--- src/hdl/ipv4rx_pkg.sv ---
// ============================================================================
// IPv4 receive header check package
// Shared widths, header byte offsets and verdict codes.
// ============================================================================
package ipv4rx_pkg;

    localparam int unsigned DATA_W    = 8;
    localparam int unsigned COUNT_W   = 16;
    localparam int unsigned ADDR_W    = 32;
    localparam int unsigned VERDICT_W = 3;
    localparam int unsigned HDRB_W    = 6;

    localparam logic [COUNT_W-1:0] COUNT_MAX        = 16'hFFFF;
    localparam logic [COUNT_W-1:0] MIN_HEADER_BYTES = 16'd20;
    localparam logic [3:0]         MIN_IHL          = 4'd5;
    localparam logic [3:0]         IP_VERSION       = 4'd4;

    // Header byte offsets.
    localparam logic [COUNT_W-1:0] OFS_VER_IHL  = 16'd0;
    localparam logic [COUNT_W-1:0] OFS_TLEN_HI  = 16'd2;
    localparam logic [COUNT_W-1:0] OFS_TLEN_LO  = 16'd3;
    localparam logic [COUNT_W-1:0] OFS_PROTOCOL = 16'd9;
    localparam logic [COUNT_W-1:0] OFS_CSUM_HI  = 16'd10;
    localparam logic [COUNT_W-1:0] OFS_CSUM_LO  = 16'd11;
    localparam logic [COUNT_W-1:0] OFS_SRC_0    = 16'd12;
    localparam logic [COUNT_W-1:0] OFS_SRC_1    = 16'd13;
    localparam logic [COUNT_W-1:0] OFS_SRC_2    = 16'd14;
    localparam logic [COUNT_W-1:0] OFS_SRC_3    = 16'd15;
    localparam logic [COUNT_W-1:0] OFS_DST_0    = 16'd16;
    localparam logic [COUNT_W-1:0] OFS_DST_1    = 16'd17;
    localparam logic [COUNT_W-1:0] OFS_DST_2    = 16'd18;
    localparam logic [COUNT_W-1:0] OFS_DST_3    = 16'd19;

    typedef enum logic [VERDICT_W-1:0] {
        VERDICT_ACCEPT   = 3'd0,
        VERDICT_SHORT    = 3'd1,
        VERDICT_VERSION  = 3'd2,
        VERDICT_TOTLEN   = 3'd3,
        VERDICT_IHL      = 3'd4,
        VERDICT_HDR_CUT  = 3'd5,
        VERDICT_CHECKSUM = 3'd6,
        VERDICT_NOT_OURS = 3'd7
    } verdict_t;

endpackage

--- src/hdl/ipv4rx_if.sv ---
// ============================================================================
// IPv4 receive header check channels
// Valid/ready channels for packet bytes, results and the address register.
// ============================================================================
interface ipv4rx_byte_if;
    import ipv4rx_pkg::*;

    logic              valid;
    logic              ready;
    logic [DATA_W-1:0] data_byte;
    logic              last_byte;

    modport source (output valid, output data_byte, output last_byte, input ready);
    modport sink   (input valid, input data_byte, input last_byte, output ready);
endinterface

interface ipv4rx_result_if;
    import ipv4rx_pkg::*;

    logic                 valid;
    logic                 ready;
    logic [VERDICT_W-1:0] verdict;
    logic [DATA_W-1:0]    protocol;
    logic [ADDR_W-1:0]    source_ip;
    logic [HDRB_W-1:0]    header_bytes;
    logic [COUNT_W-1:0]   payload_length;
    logic [COUNT_W-1:0]   padding_bytes;

    modport source (output valid, output verdict, output protocol, output source_ip,
                    output header_bytes, output payload_length, output padding_bytes,
                    input ready);
    modport sink   (input valid, input verdict, input protocol, input source_ip,
                    input header_bytes, input payload_length, input padding_bytes,
                    output ready);
endinterface

interface ipv4rx_cfg_if;
    import ipv4rx_pkg::*;

    logic              valid;
    logic              ready;
    logic [ADDR_W-1:0] local_ip;

    modport source (output valid, output local_ip, input ready);
    modport sink   (input valid, input local_ip, output ready);
endinterface

--- src/hdl/ipv4_receive_header_check_unit.sv ---
// ============================================================================
// IPv4 receive header check unit
// Checks a received IPv4 packet byte by byte and gives one verdict per packet.
// ============================================================================
//
//  channel | direction | beat contents
//  --------+-----------+--------------------------------------------------
//  pkt     | in        | data_byte, last_byte
//  res     | out       | verdict, protocol, source_ip, header_bytes,
//          |           | payload_length, padding_bytes
//  cfg     | in        | local_ip
//
//  One byte is taken per cycle unless a last byte waits on an untaken result.
//  A byte in the input register updates the counter, checksum and captured
//  fields; a last byte loads the result register, which offers the verdict.
//  Reset clears all packet state and local_ip. A waiting result stalls only
//  a following last byte; other bytes keep flowing. cfg is always ready.
//
module ipv4_receive_header_check_unit
(
    input  logic          clk,
    input  logic          rst_n,
    ipv4rx_byte_if.sink   pkt,
    ipv4rx_result_if.source res,
    ipv4rx_cfg_if.sink    cfg
);
    import ipv4rx_pkg::*;

    logic [ADDR_W-1:0]  local_ip_reg;

    logic               s1_valid_reg;
    logic [DATA_W-1:0]  s1_byte_reg;
    logic               s1_last_reg;
    logic               s1_advance;

    logic [COUNT_W-1:0] byte_count_reg,  byte_count_next;
    logic [COUNT_W-1:0] sum_acc_reg,     sum_acc_next;
    logic [DATA_W-1:0]  high_hold_reg,   high_hold_next;
    logic [3:0]         version_reg,     version_next;
    logic [3:0]         ihl_reg,         ihl_next;
    logic [COUNT_W-1:0] total_len_reg,   total_len_next;
    logic [COUNT_W-1:0] stored_csum_reg, stored_csum_next;
    logic [DATA_W-1:0]  protocol_reg,    protocol_next;
    logic [ADDR_W-1:0]  source_reg,      source_next;
    logic               dst_match_reg,   dst_match_next;

    logic [HDRB_W-1:0]  hdr_bytes;
    logic [COUNT_W:0]   sum_wide;
    logic [DATA_W-1:0]  dst_ref;
    logic               dst_slot;
    verdict_t           verdict_next;
    logic [COUNT_W-1:0] payload_next;
    logic [COUNT_W-1:0] padding_next;

    logic               out_valid_reg;
    verdict_t           out_verdict_reg;
    logic [DATA_W-1:0]  out_protocol_reg;
    logic [ADDR_W-1:0]  out_source_reg;
    logic [HDRB_W-1:0]  out_hdr_bytes_reg;
    logic [COUNT_W-1:0] out_payload_reg;
    logic [COUNT_W-1:0] out_padding_reg;

    // ------------------------------------------------------------------
    // Handshakes
    // ------------------------------------------------------------------
    assign s1_advance = s1_valid_reg && (!s1_last_reg || !out_valid_reg || res.ready);
    assign pkt.ready  = !s1_valid_reg || s1_advance;
    assign cfg.ready  = 1'b1;

    always_ff @(posedge clk or negedge rst_n)
    begin
        if (!rst_n)
        begin
            local_ip_reg <= '0;
        end
        else if (cfg.valid)
        begin
            local_ip_reg <= cfg.local_ip;
        end
    end

    always_ff @(posedge clk or negedge rst_n)
    begin
        if (!rst_n)
        begin
            s1_valid_reg <= 1'b0;
        end
        else if (pkt.ready)
        begin
            s1_valid_reg <= pkt.valid;
        end
    end

    always_ff @(posedge clk)
    begin
        if (pkt.ready && pkt.valid)
        begin
            s1_byte_reg <= pkt.data_byte;
            s1_last_reg <= pkt.last_byte;
        end
    end

    // ------------------------------------------------------------------
    // Per-byte update of the packet state
    // ------------------------------------------------------------------
    always_comb
    begin
        version_next     = version_reg;
        ihl_next         = ihl_reg;
        total_len_next   = total_len_reg;
        protocol_next    = protocol_reg;
        stored_csum_next = stored_csum_reg;
        source_next      = source_reg;
        dst_slot         = 1'b0;
        dst_ref          = '0;

        case (byte_count_reg)
            OFS_VER_IHL:
            begin
                version_next = s1_byte_reg[7:4];
                ihl_next     = s1_byte_reg[3:0];
            end
            OFS_TLEN_HI:  total_len_next[15:8]   = s1_byte_reg;
            OFS_TLEN_LO:  total_len_next[7:0]    = s1_byte_reg;
            OFS_PROTOCOL: protocol_next          = s1_byte_reg;
            OFS_CSUM_HI:  stored_csum_next[15:8] = s1_byte_reg;
            OFS_CSUM_LO:  stored_csum_next[7:0]  = s1_byte_reg;
            OFS_SRC_0, OFS_SRC_1, OFS_SRC_2, OFS_SRC_3:
                source_next = {source_reg[ADDR_W-DATA_W-1:0], s1_byte_reg};
            OFS_DST_0:
            begin
                dst_slot = 1'b1;
                dst_ref  = local_ip_reg[31:24];
            end
            OFS_DST_1:
            begin
                dst_slot = 1'b1;
                dst_ref  = local_ip_reg[23:16];
            end
            OFS_DST_2:
            begin
                dst_slot = 1'b1;
                dst_ref  = local_ip_reg[15:8];
            end
            OFS_DST_3:
            begin
                dst_slot = 1'b1;
                dst_ref  = local_ip_reg[7:0];
            end
            default:
            begin
            end
        endcase

        dst_match_next = dst_match_reg && !(dst_slot && (dst_ref != s1_byte_reg));

        hdr_bytes = {ihl_next, 2'b00};

        // Even bytes are held; an odd header byte ends a big-endian word,
        // which is folded in with end-around carry unless it is the checksum.
        sum_wide       = {1'b0, sum_acc_reg} + {1'b0, high_hold_reg, s1_byte_reg};
        high_hold_next = high_hold_reg;
        sum_acc_next   = sum_acc_reg;
        if (!byte_count_reg[0])
        begin
            high_hold_next = s1_byte_reg;
        end
        else if ((byte_count_reg < COUNT_W'(hdr_bytes)) && (byte_count_reg != OFS_CSUM_LO))
        begin
            sum_acc_next = sum_wide[COUNT_W-1:0] + COUNT_W'(sum_wide[COUNT_W]);
        end

        byte_count_next = (byte_count_reg == COUNT_MAX) ? byte_count_reg
                                                        : byte_count_reg + 1'b1;

        if (byte_count_next < MIN_HEADER_BYTES)
            verdict_next = VERDICT_SHORT;
        else if (version_next != IP_VERSION)
            verdict_next = VERDICT_VERSION;
        else if (total_len_next > byte_count_next)
            verdict_next = VERDICT_TOTLEN;
        else if (ihl_next < MIN_IHL)
            verdict_next = VERDICT_IHL;
        else if (byte_count_next < COUNT_W'(hdr_bytes))
            verdict_next = VERDICT_HDR_CUT;
        else if (~sum_acc_next != stored_csum_next)
            verdict_next = VERDICT_CHECKSUM;
        else if (!dst_match_next)
            verdict_next = VERDICT_NOT_OURS;
        else
            verdict_next = VERDICT_ACCEPT;

        payload_next = (total_len_next > COUNT_W'(hdr_bytes))
                     ? total_len_next - COUNT_W'(hdr_bytes) : '0;
        padding_next = (byte_count_next > total_len_next)
                     ? byte_count_next - total_len_next : '0;
    end

    always_ff @(posedge clk or negedge rst_n)
    begin
        if (!rst_n)
        begin
            byte_count_reg  <= '0;
            sum_acc_reg     <= '0;
            high_hold_reg   <= '0;
            version_reg     <= '0;
            ihl_reg         <= '0;
            total_len_reg   <= '0;
            stored_csum_reg <= '0;
            protocol_reg    <= '0;
            source_reg      <= '0;
            dst_match_reg   <= 1'b1;
        end
        else if (s1_advance)
        begin
            if (s1_last_reg)
            begin
                // The packet ends here; the next byte opens a new one.
                byte_count_reg  <= '0;
                sum_acc_reg     <= '0;
                high_hold_reg   <= '0;
                version_reg     <= '0;
                ihl_reg         <= '0;
                total_len_reg   <= '0;
                stored_csum_reg <= '0;
                protocol_reg    <= '0;
                source_reg      <= '0;
                dst_match_reg   <= 1'b1;
            end
            else
            begin
                byte_count_reg  <= byte_count_next;
                sum_acc_reg     <= sum_acc_next;
                high_hold_reg   <= high_hold_next;
                version_reg     <= version_next;
                ihl_reg         <= ihl_next;
                total_len_reg   <= total_len_next;
                stored_csum_reg <= stored_csum_next;
                protocol_reg    <= protocol_next;
                source_reg      <= source_next;
                dst_match_reg   <= dst_match_next;
            end
        end
    end

    // ------------------------------------------------------------------
    // Result register
    // ------------------------------------------------------------------
    always_ff @(posedge clk or negedge rst_n)
    begin
        if (!rst_n)
        begin
            out_valid_reg <= 1'b0;
        end
        else if (s1_advance && s1_last_reg)
        begin
            out_valid_reg <= 1'b1;
        end
        else if (res.ready)
        begin
            out_valid_reg <= 1'b0;
        end
    end

    always_ff @(posedge clk)
    begin
        if (s1_advance && s1_last_reg)
        begin
            out_verdict_reg   <= verdict_next;
            out_protocol_reg  <= protocol_next;
            out_source_reg    <= source_next;
            out_hdr_bytes_reg <= hdr_bytes;
            out_payload_reg   <= payload_next;
            out_padding_reg   <= padding_next;
        end
    end

    assign res.valid          = out_valid_reg;
    assign res.verdict        = out_verdict_reg;
    assign res.protocol       = out_protocol_reg;
    assign res.source_ip      = out_source_reg;
    assign res.header_bytes   = out_hdr_bytes_reg;
    assign res.payload_length = out_payload_reg;
    assign res.padding_bytes  = out_padding_reg;

    // ------------------------------------------------------------------
    // Assertions
    // ------------------------------------------------------------------
    a_clear_after_last: assert property (@(posedge clk) disable iff (!rst_n)
        (s1_advance && s1_last_reg) |=> (byte_count_reg == '0) && dst_match_reg)
        else $error("packet state not cleared after last byte");

    a_result_from_last: assert property (@(posedge clk) disable iff (!rst_n)
        $rose(out_valid_reg) |-> $past(s1_advance && s1_last_reg))
        else $error("result appeared without a last byte");

    a_accept_full_header: assert property (@(posedge clk) disable iff (!rst_n)
        (out_valid_reg && (out_verdict_reg == VERDICT_ACCEPT))
            |-> (out_hdr_bytes_reg >= HDRB_W'(MIN_HEADER_BYTES)))
        else $error("accepted packet with a short header length");

    a_sum_idle_start: assert property (@(posedge clk) disable iff (!rst_n)
        (byte_count_reg < 16'd2) |-> (sum_acc_reg == '0))
        else $error("checksum sum nonzero before first word");

endmodule
--- src/flat_wrapper.sv ---
// flat-port wrapper written by rule: the top's interface ports become plain ports
module ipv4_receive_header_check_unit_flat import ipv4rx_pkg::*;
  (clk, rst_n, pkt_valid, pkt_data_byte, pkt_last_byte, pkt_ready, res_valid, res_verdict, res_protocol, res_source_ip, res_header_bytes, res_payload_length, res_padding_bytes, res_ready, cfg_valid, cfg_local_ip, cfg_ready);
  ipv4rx_byte_if pkt_i ();
  ipv4rx_result_if res_i ();
  ipv4rx_cfg_if cfg_i ();
  input  logic clk;
  input  logic rst_n;
  input wire logic [$bits(pkt_i.valid)-1:0] pkt_valid;
  input wire logic [$bits(pkt_i.data_byte)-1:0] pkt_data_byte;
  input wire logic [$bits(pkt_i.last_byte)-1:0] pkt_last_byte;
  output wire logic [$bits(pkt_i.ready)-1:0] pkt_ready;
  output wire logic [$bits(res_i.valid)-1:0] res_valid;
  output wire logic [$bits(res_i.verdict)-1:0] res_verdict;
  output wire logic [$bits(res_i.protocol)-1:0] res_protocol;
  output wire logic [$bits(res_i.source_ip)-1:0] res_source_ip;
  output wire logic [$bits(res_i.header_bytes)-1:0] res_header_bytes;
  output wire logic [$bits(res_i.payload_length)-1:0] res_payload_length;
  output wire logic [$bits(res_i.padding_bytes)-1:0] res_padding_bytes;
  input wire logic [$bits(res_i.ready)-1:0] res_ready;
  input wire logic [$bits(cfg_i.valid)-1:0] cfg_valid;
  input wire logic [$bits(cfg_i.local_ip)-1:0] cfg_local_ip;
  output wire logic [$bits(cfg_i.ready)-1:0] cfg_ready;
  assign pkt_i.valid = pkt_valid;
  assign pkt_i.data_byte = pkt_data_byte;
  assign pkt_i.last_byte = pkt_last_byte;
  assign pkt_ready = pkt_i.ready;
  assign res_valid = res_i.valid;
  assign res_verdict = res_i.verdict;
  assign res_protocol = res_i.protocol;
  assign res_source_ip = res_i.source_ip;
  assign res_header_bytes = res_i.header_bytes;
  assign res_payload_length = res_i.payload_length;
  assign res_padding_bytes = res_i.padding_bytes;
  assign res_i.ready = res_ready;
  assign cfg_i.valid = cfg_valid;
  assign cfg_i.local_ip = cfg_local_ip;
  assign cfg_ready = cfg_i.ready;
  ipv4_receive_header_check_unit u_core (.clk(clk), .rst_n(rst_n), .pkt(pkt_i), .res(res_i), .cfg(cfg_i));
endmodule
--- config.mk ---
export PLATFORM = sky130hd
export DESIGN_NAME = ipv4_receive_header_check_unit_flat
export DESIGN_NICKNAME = d
export VERILOG_FILES = /design/src/hdl/ipv4rx_pkg.sv /design/src/hdl/ipv4rx_if.sv /design/src/hdl/ipv4_receive_header_check_unit.sv /design/src/flat_wrapper.sv
export SDC_FILE = /design/constraint.sdc
export NUM_CORES = 1
export LEC_CHECK = 0
export ABC_AREA = 0
export BUFFER_PORTS_ARGS = -buffer_cell sky130_fd_sc_hd__buf_4
export CORE_AREA = 2 2 110 219
export DETAILED_ROUTE_END_ITERATION = 6
export DIE_AREA = 0 0 112 221
export HOLD_SLACK_MARGIN = 0.03
export PLACE_DENSITY_LB_ADDON = 0.15
export SLEW_MARGIN = 40
export SYNTH_ARGS = -nofsm -noshare
export SYNTH_HDL_FRONTEND = slang
export SYNTH_SLANG_ARGS = --single-unit
--- constraint.sdc ---
create_clock -name clk -period 5.9 [get_ports clk]
set_input_delay 1.77 -clock clk [delete_from_list [all_inputs] [get_ports clk]]
set_output_delay 1.77 -clock clk [all_outputs]
set_load 0.05 [all_outputs]
==> results by group <==
Setup path
  • Type of origin of the critical path: flip-flop
  • CP endpoint kind: flip-flop
  • Cell family with most CP delay: simple AND/OR/NAND/NOR gates
  • Worst flop-to-flop path startpoint: u_core.sum_acc_reg[0]
  • R2R setup slack: 0.43 ns
  • CP cell instances: ha_1, inv_1, fa_1, nor2b_1, o2111ai_1, nand2_1, o2111ai_1, a41oi_1, o21ai_0, nand2b_1, ha_1, nor2b_1, nor2b_1, and3_1, nand4_1, or3_4, or3_4, or3_4, mux2_2, o221ai_2, and4_1, o2bb2ai_1
  • Critical path buffers and inverters: 1
  • Slowest cell on crit path: or3_4
  • Crit path largest cell delay: 0.46 ns
  • CP max FO: 4
  • Worst path arrival time: 5.76 ns
  • RR Endpoint: u_core.res.verdict[1]
  • WP data required: 6.19 ns
  • Critical path class: flip-flop to flip-flop
  • Path depth of the worst reg2reg path: 22

Min path
  • Worst hold path class: flip-flop to flip-flop
  • WHS Path Cells: 2
  • Worst hold path endpoint: u_core.stored_csum_reg[15]
  • Worst Hold Launch: u_core.stored_csum_reg[15]

Floorplan
  • FP Rows: 79
  • Core area: 23,100 um2
  • I/O pin count: 130
  • Die Height: 221 um
  • Initial Util: 0.590
  • Die area: 24,800 um2
  • Die Wd: 112 um

Global route
  • Pin count of the biggest net entering global routing: 102
  • Initial antenna violation count: 0
  • Overall global routing resource usage: 0.308
  • Number of global-route vias before repair: 11,100
  • Total overflow reported by the global router: 0
  • First-pass GRT wire length: 60,000 um

Final layout
  • Layout cells sized above 1: 0.216
  • Non-filler cells, final: 1,695
  • Final Net Count: 1,489
  • Ant diodes: 0
  • Area grow syn2layout: 14.3%

Clocking
  • Number of buffers created by CTS: 22
  • Buffer depth of the longest clock path: 3
  • CTS Sinks: 243
  • CTS tree: built
  • H-tree levels: 1
  • CTS Root Cell: clkbuf_16
  • Post-cts gate resize count: 0
  • Post-CTS Setup Bufs: 0
  • Clock Pin Slew Worst Setup and Hold Paths: 0.07 ns
  • # hold bufs at CTS: 0
  • Clk_lat worst skew: 0.53 ns

Timing
  • Hold Slack: 0.473 ns
  • Final period util: 0.927
  • Endpoints failing setup: 0
  • Slew Limit Fails: 0
  • Worst Setup Slack, final: 0.430 ns
  • Final Hold Viols: 0
  • Setup TNS: 0 ns
  • RSZ-0062 raised after global routing: no
  • Post-layout min period: 5.47 ns
  • Max Freq: 183 MHz
  • Worst slew pin tran: 0.770 ns
  • Worst Clk Skew: 0.0111 ns
  • Normalized max-slew margin: 0.480

Run status
  • Failing checks: DRC
  • Status: finished, violations left

Synthesis
  • Ys Warns: 0
  • Largest area contributor in the netlist: dfrtp_1
  • Netlist cell types: 91
  • Predominant post-synthesis flop cell: dfrtp_1
  • Syn Inst Count: 1,293
  • Top cell type's share of synthesized area: 0.282
  • Async S/R FF share, synth: 0.638
  • Post-synthesis sequential area ratio: 0.478
  • Seq cells post-synth: 243
  • Mean post-synth cell area: 10.6 um2
  • Mapped Area: 13,600 um2
  • Top post-synthesis cells by area: dfrtp_1, edfxtp_1, mux2_2
  • Post-synth EDFFs: 88

Pwr
  • Max VDD drop: 0.305 mV
  • Power Dens Cells: 368 nW/um2
  • Total Power: 5.74 mW
  • Pleak: 6.89 nW

Routing
  • DR vias: 10,700
  • Antenna-violating nets left: 0
  • DR pass1 iterations: 7
  • WL/cell: 22.4 um
  • Detailed Route WL: 37,900 um
  • Vias/cell: 6.33
  • DRT iter0 DRCs: 727
  • DRC Markers: 1

Placement
  • RD Place Congestion: 0.941
  • DP HPWL: 27,400 um
  • Dpl cells: 1,654
  • Port bufs: 126
  • Dpl ws: 0.409 ns

Run
  • Max-cap check violation count: 0
-- stage by stage --
step	util	instance area, um2
after floorplan	-	13700
after global placement	0.643	14900
after detailed placement	0.643	14900
after CTS	0.672	15500
after global routing	0.674	15600
final	0.674	15600
-- cell usage after synthesis, drive strengths merged (4+ instances only) --
cell type / n
nor2b: 14
a211o: 4
a22oi: 16
and3: 18
a211oi: 6
or2: 5
a31oi: 6
o21bai: 4
mux2: 80
nor4: 11
or3: 14
a21o: 11
inv: 30
nor3b: 8
clkbuf: 55
o211ai: 8
nand4: 23
o2111ai: 6
nor3: 26
o21a: 6
dfrtp: 154
or4: 4
a21oi: 47
o211a: 4
nand2: 109
buf: 22
xnor2: 54
edfxtp: 88
and2: 10
ha: 44
nand3: 61
o21ai: 99
o31ai: 6
nand2b: 8
nor2: 74
mux2i: 28
and4: 4
xor2: 27
a22o: 52
-- kinds of logic (layout without fill, tap and decap cells) --
logic type / count (synthesis) / after routing / share of synthesized area
AND/OR/NAND/NOR: 400 / 400 / 0.153
AO/OA/AOI/OAI: 302 / 302 / 0.151
flip-flops: 243 / 243 / 0.478
multiplexers: 108 / 108 / 0.0868
buffers and inverters: 108 / 226 / 0.0325
XOR/XNOR: 81 / 81 / 0.0525
adder cells (fa/ha/maj): 49 / 49 / 0.0462
other: 2 / 3 / 0.000550
-- tightest hold or removal path: stages, from the launching register on --
cell     delay, ns
dfrtp_1       0.34
nand2_1       0.04
o21ai_0       0.06
-- routing by layer --
layer,GRT usage,vias to the layer above,wire length (um)
met2,0.570,356,20400
met4,0.195,0,2850
met5,0,-,0
met1,0.326,5262,13100
li1,-,4965,-
met3,0.0312,150,1600
-- power by group --
part	total [mW]	internal, mW	switching, mW
registers	2.11	1.97	0.137
clock network	1.38	0.755	0.629
logic	2.25	0.828	1.42
total	5.74	3.55	2.19
-- worst max-delay path by stage --
stage                                      from                    end  slack, ns  cells past startpoint
after floorplan           u_core.s1_byte_reg[1]  u_core.res.verdict[2]       1.03                     21
after global placement    u_core.sum_acc_reg[0]  u_core.res.verdict[2]       0.55                     22
after detailed placement  u_core.sum_acc_reg[0]  u_core.res.verdict[1]       0.41                     22
after CTS                 u_core.sum_acc_reg[0]  u_core.res.verdict[1]       0.36                     22
after global routing      u_core.sum_acc_reg[0]  u_core.res.verdict[2]       0.01                     22
final                     u_core.sum_acc_reg[0]  u_core.res.verdict[1]       0.43                     22
-- layout make-up --
type | count | area, um2
sequential | 243 | 6520
multi-input combinational | 943 | 6730
fill | 1856 | 7530
tap | 283 | 354
timing repair buffer | 155 | 1190
clock inverter | 7 | 75.1
inverter | 31 | 116
clock buffer | 33 | 602
-- layout by cell type, fill, tap and decap left out, drive strengths merged, types with 44 or more instances in the layout --
cell / netlist / final
buf: 22 / 155
dfrtp: 154 / 154
nand2: 109 / 109
o21ai: 99 / 99
edfxtp: 88 / 88
mux2: 80 / 80
nor2: 74 / 74
nand3: 61 / 61
xnor2: 54 / 54
a22o: 52 / 52
a21oi: 47 / 47
ha: 44 / 44
Power figures use the tool's default switching activity.
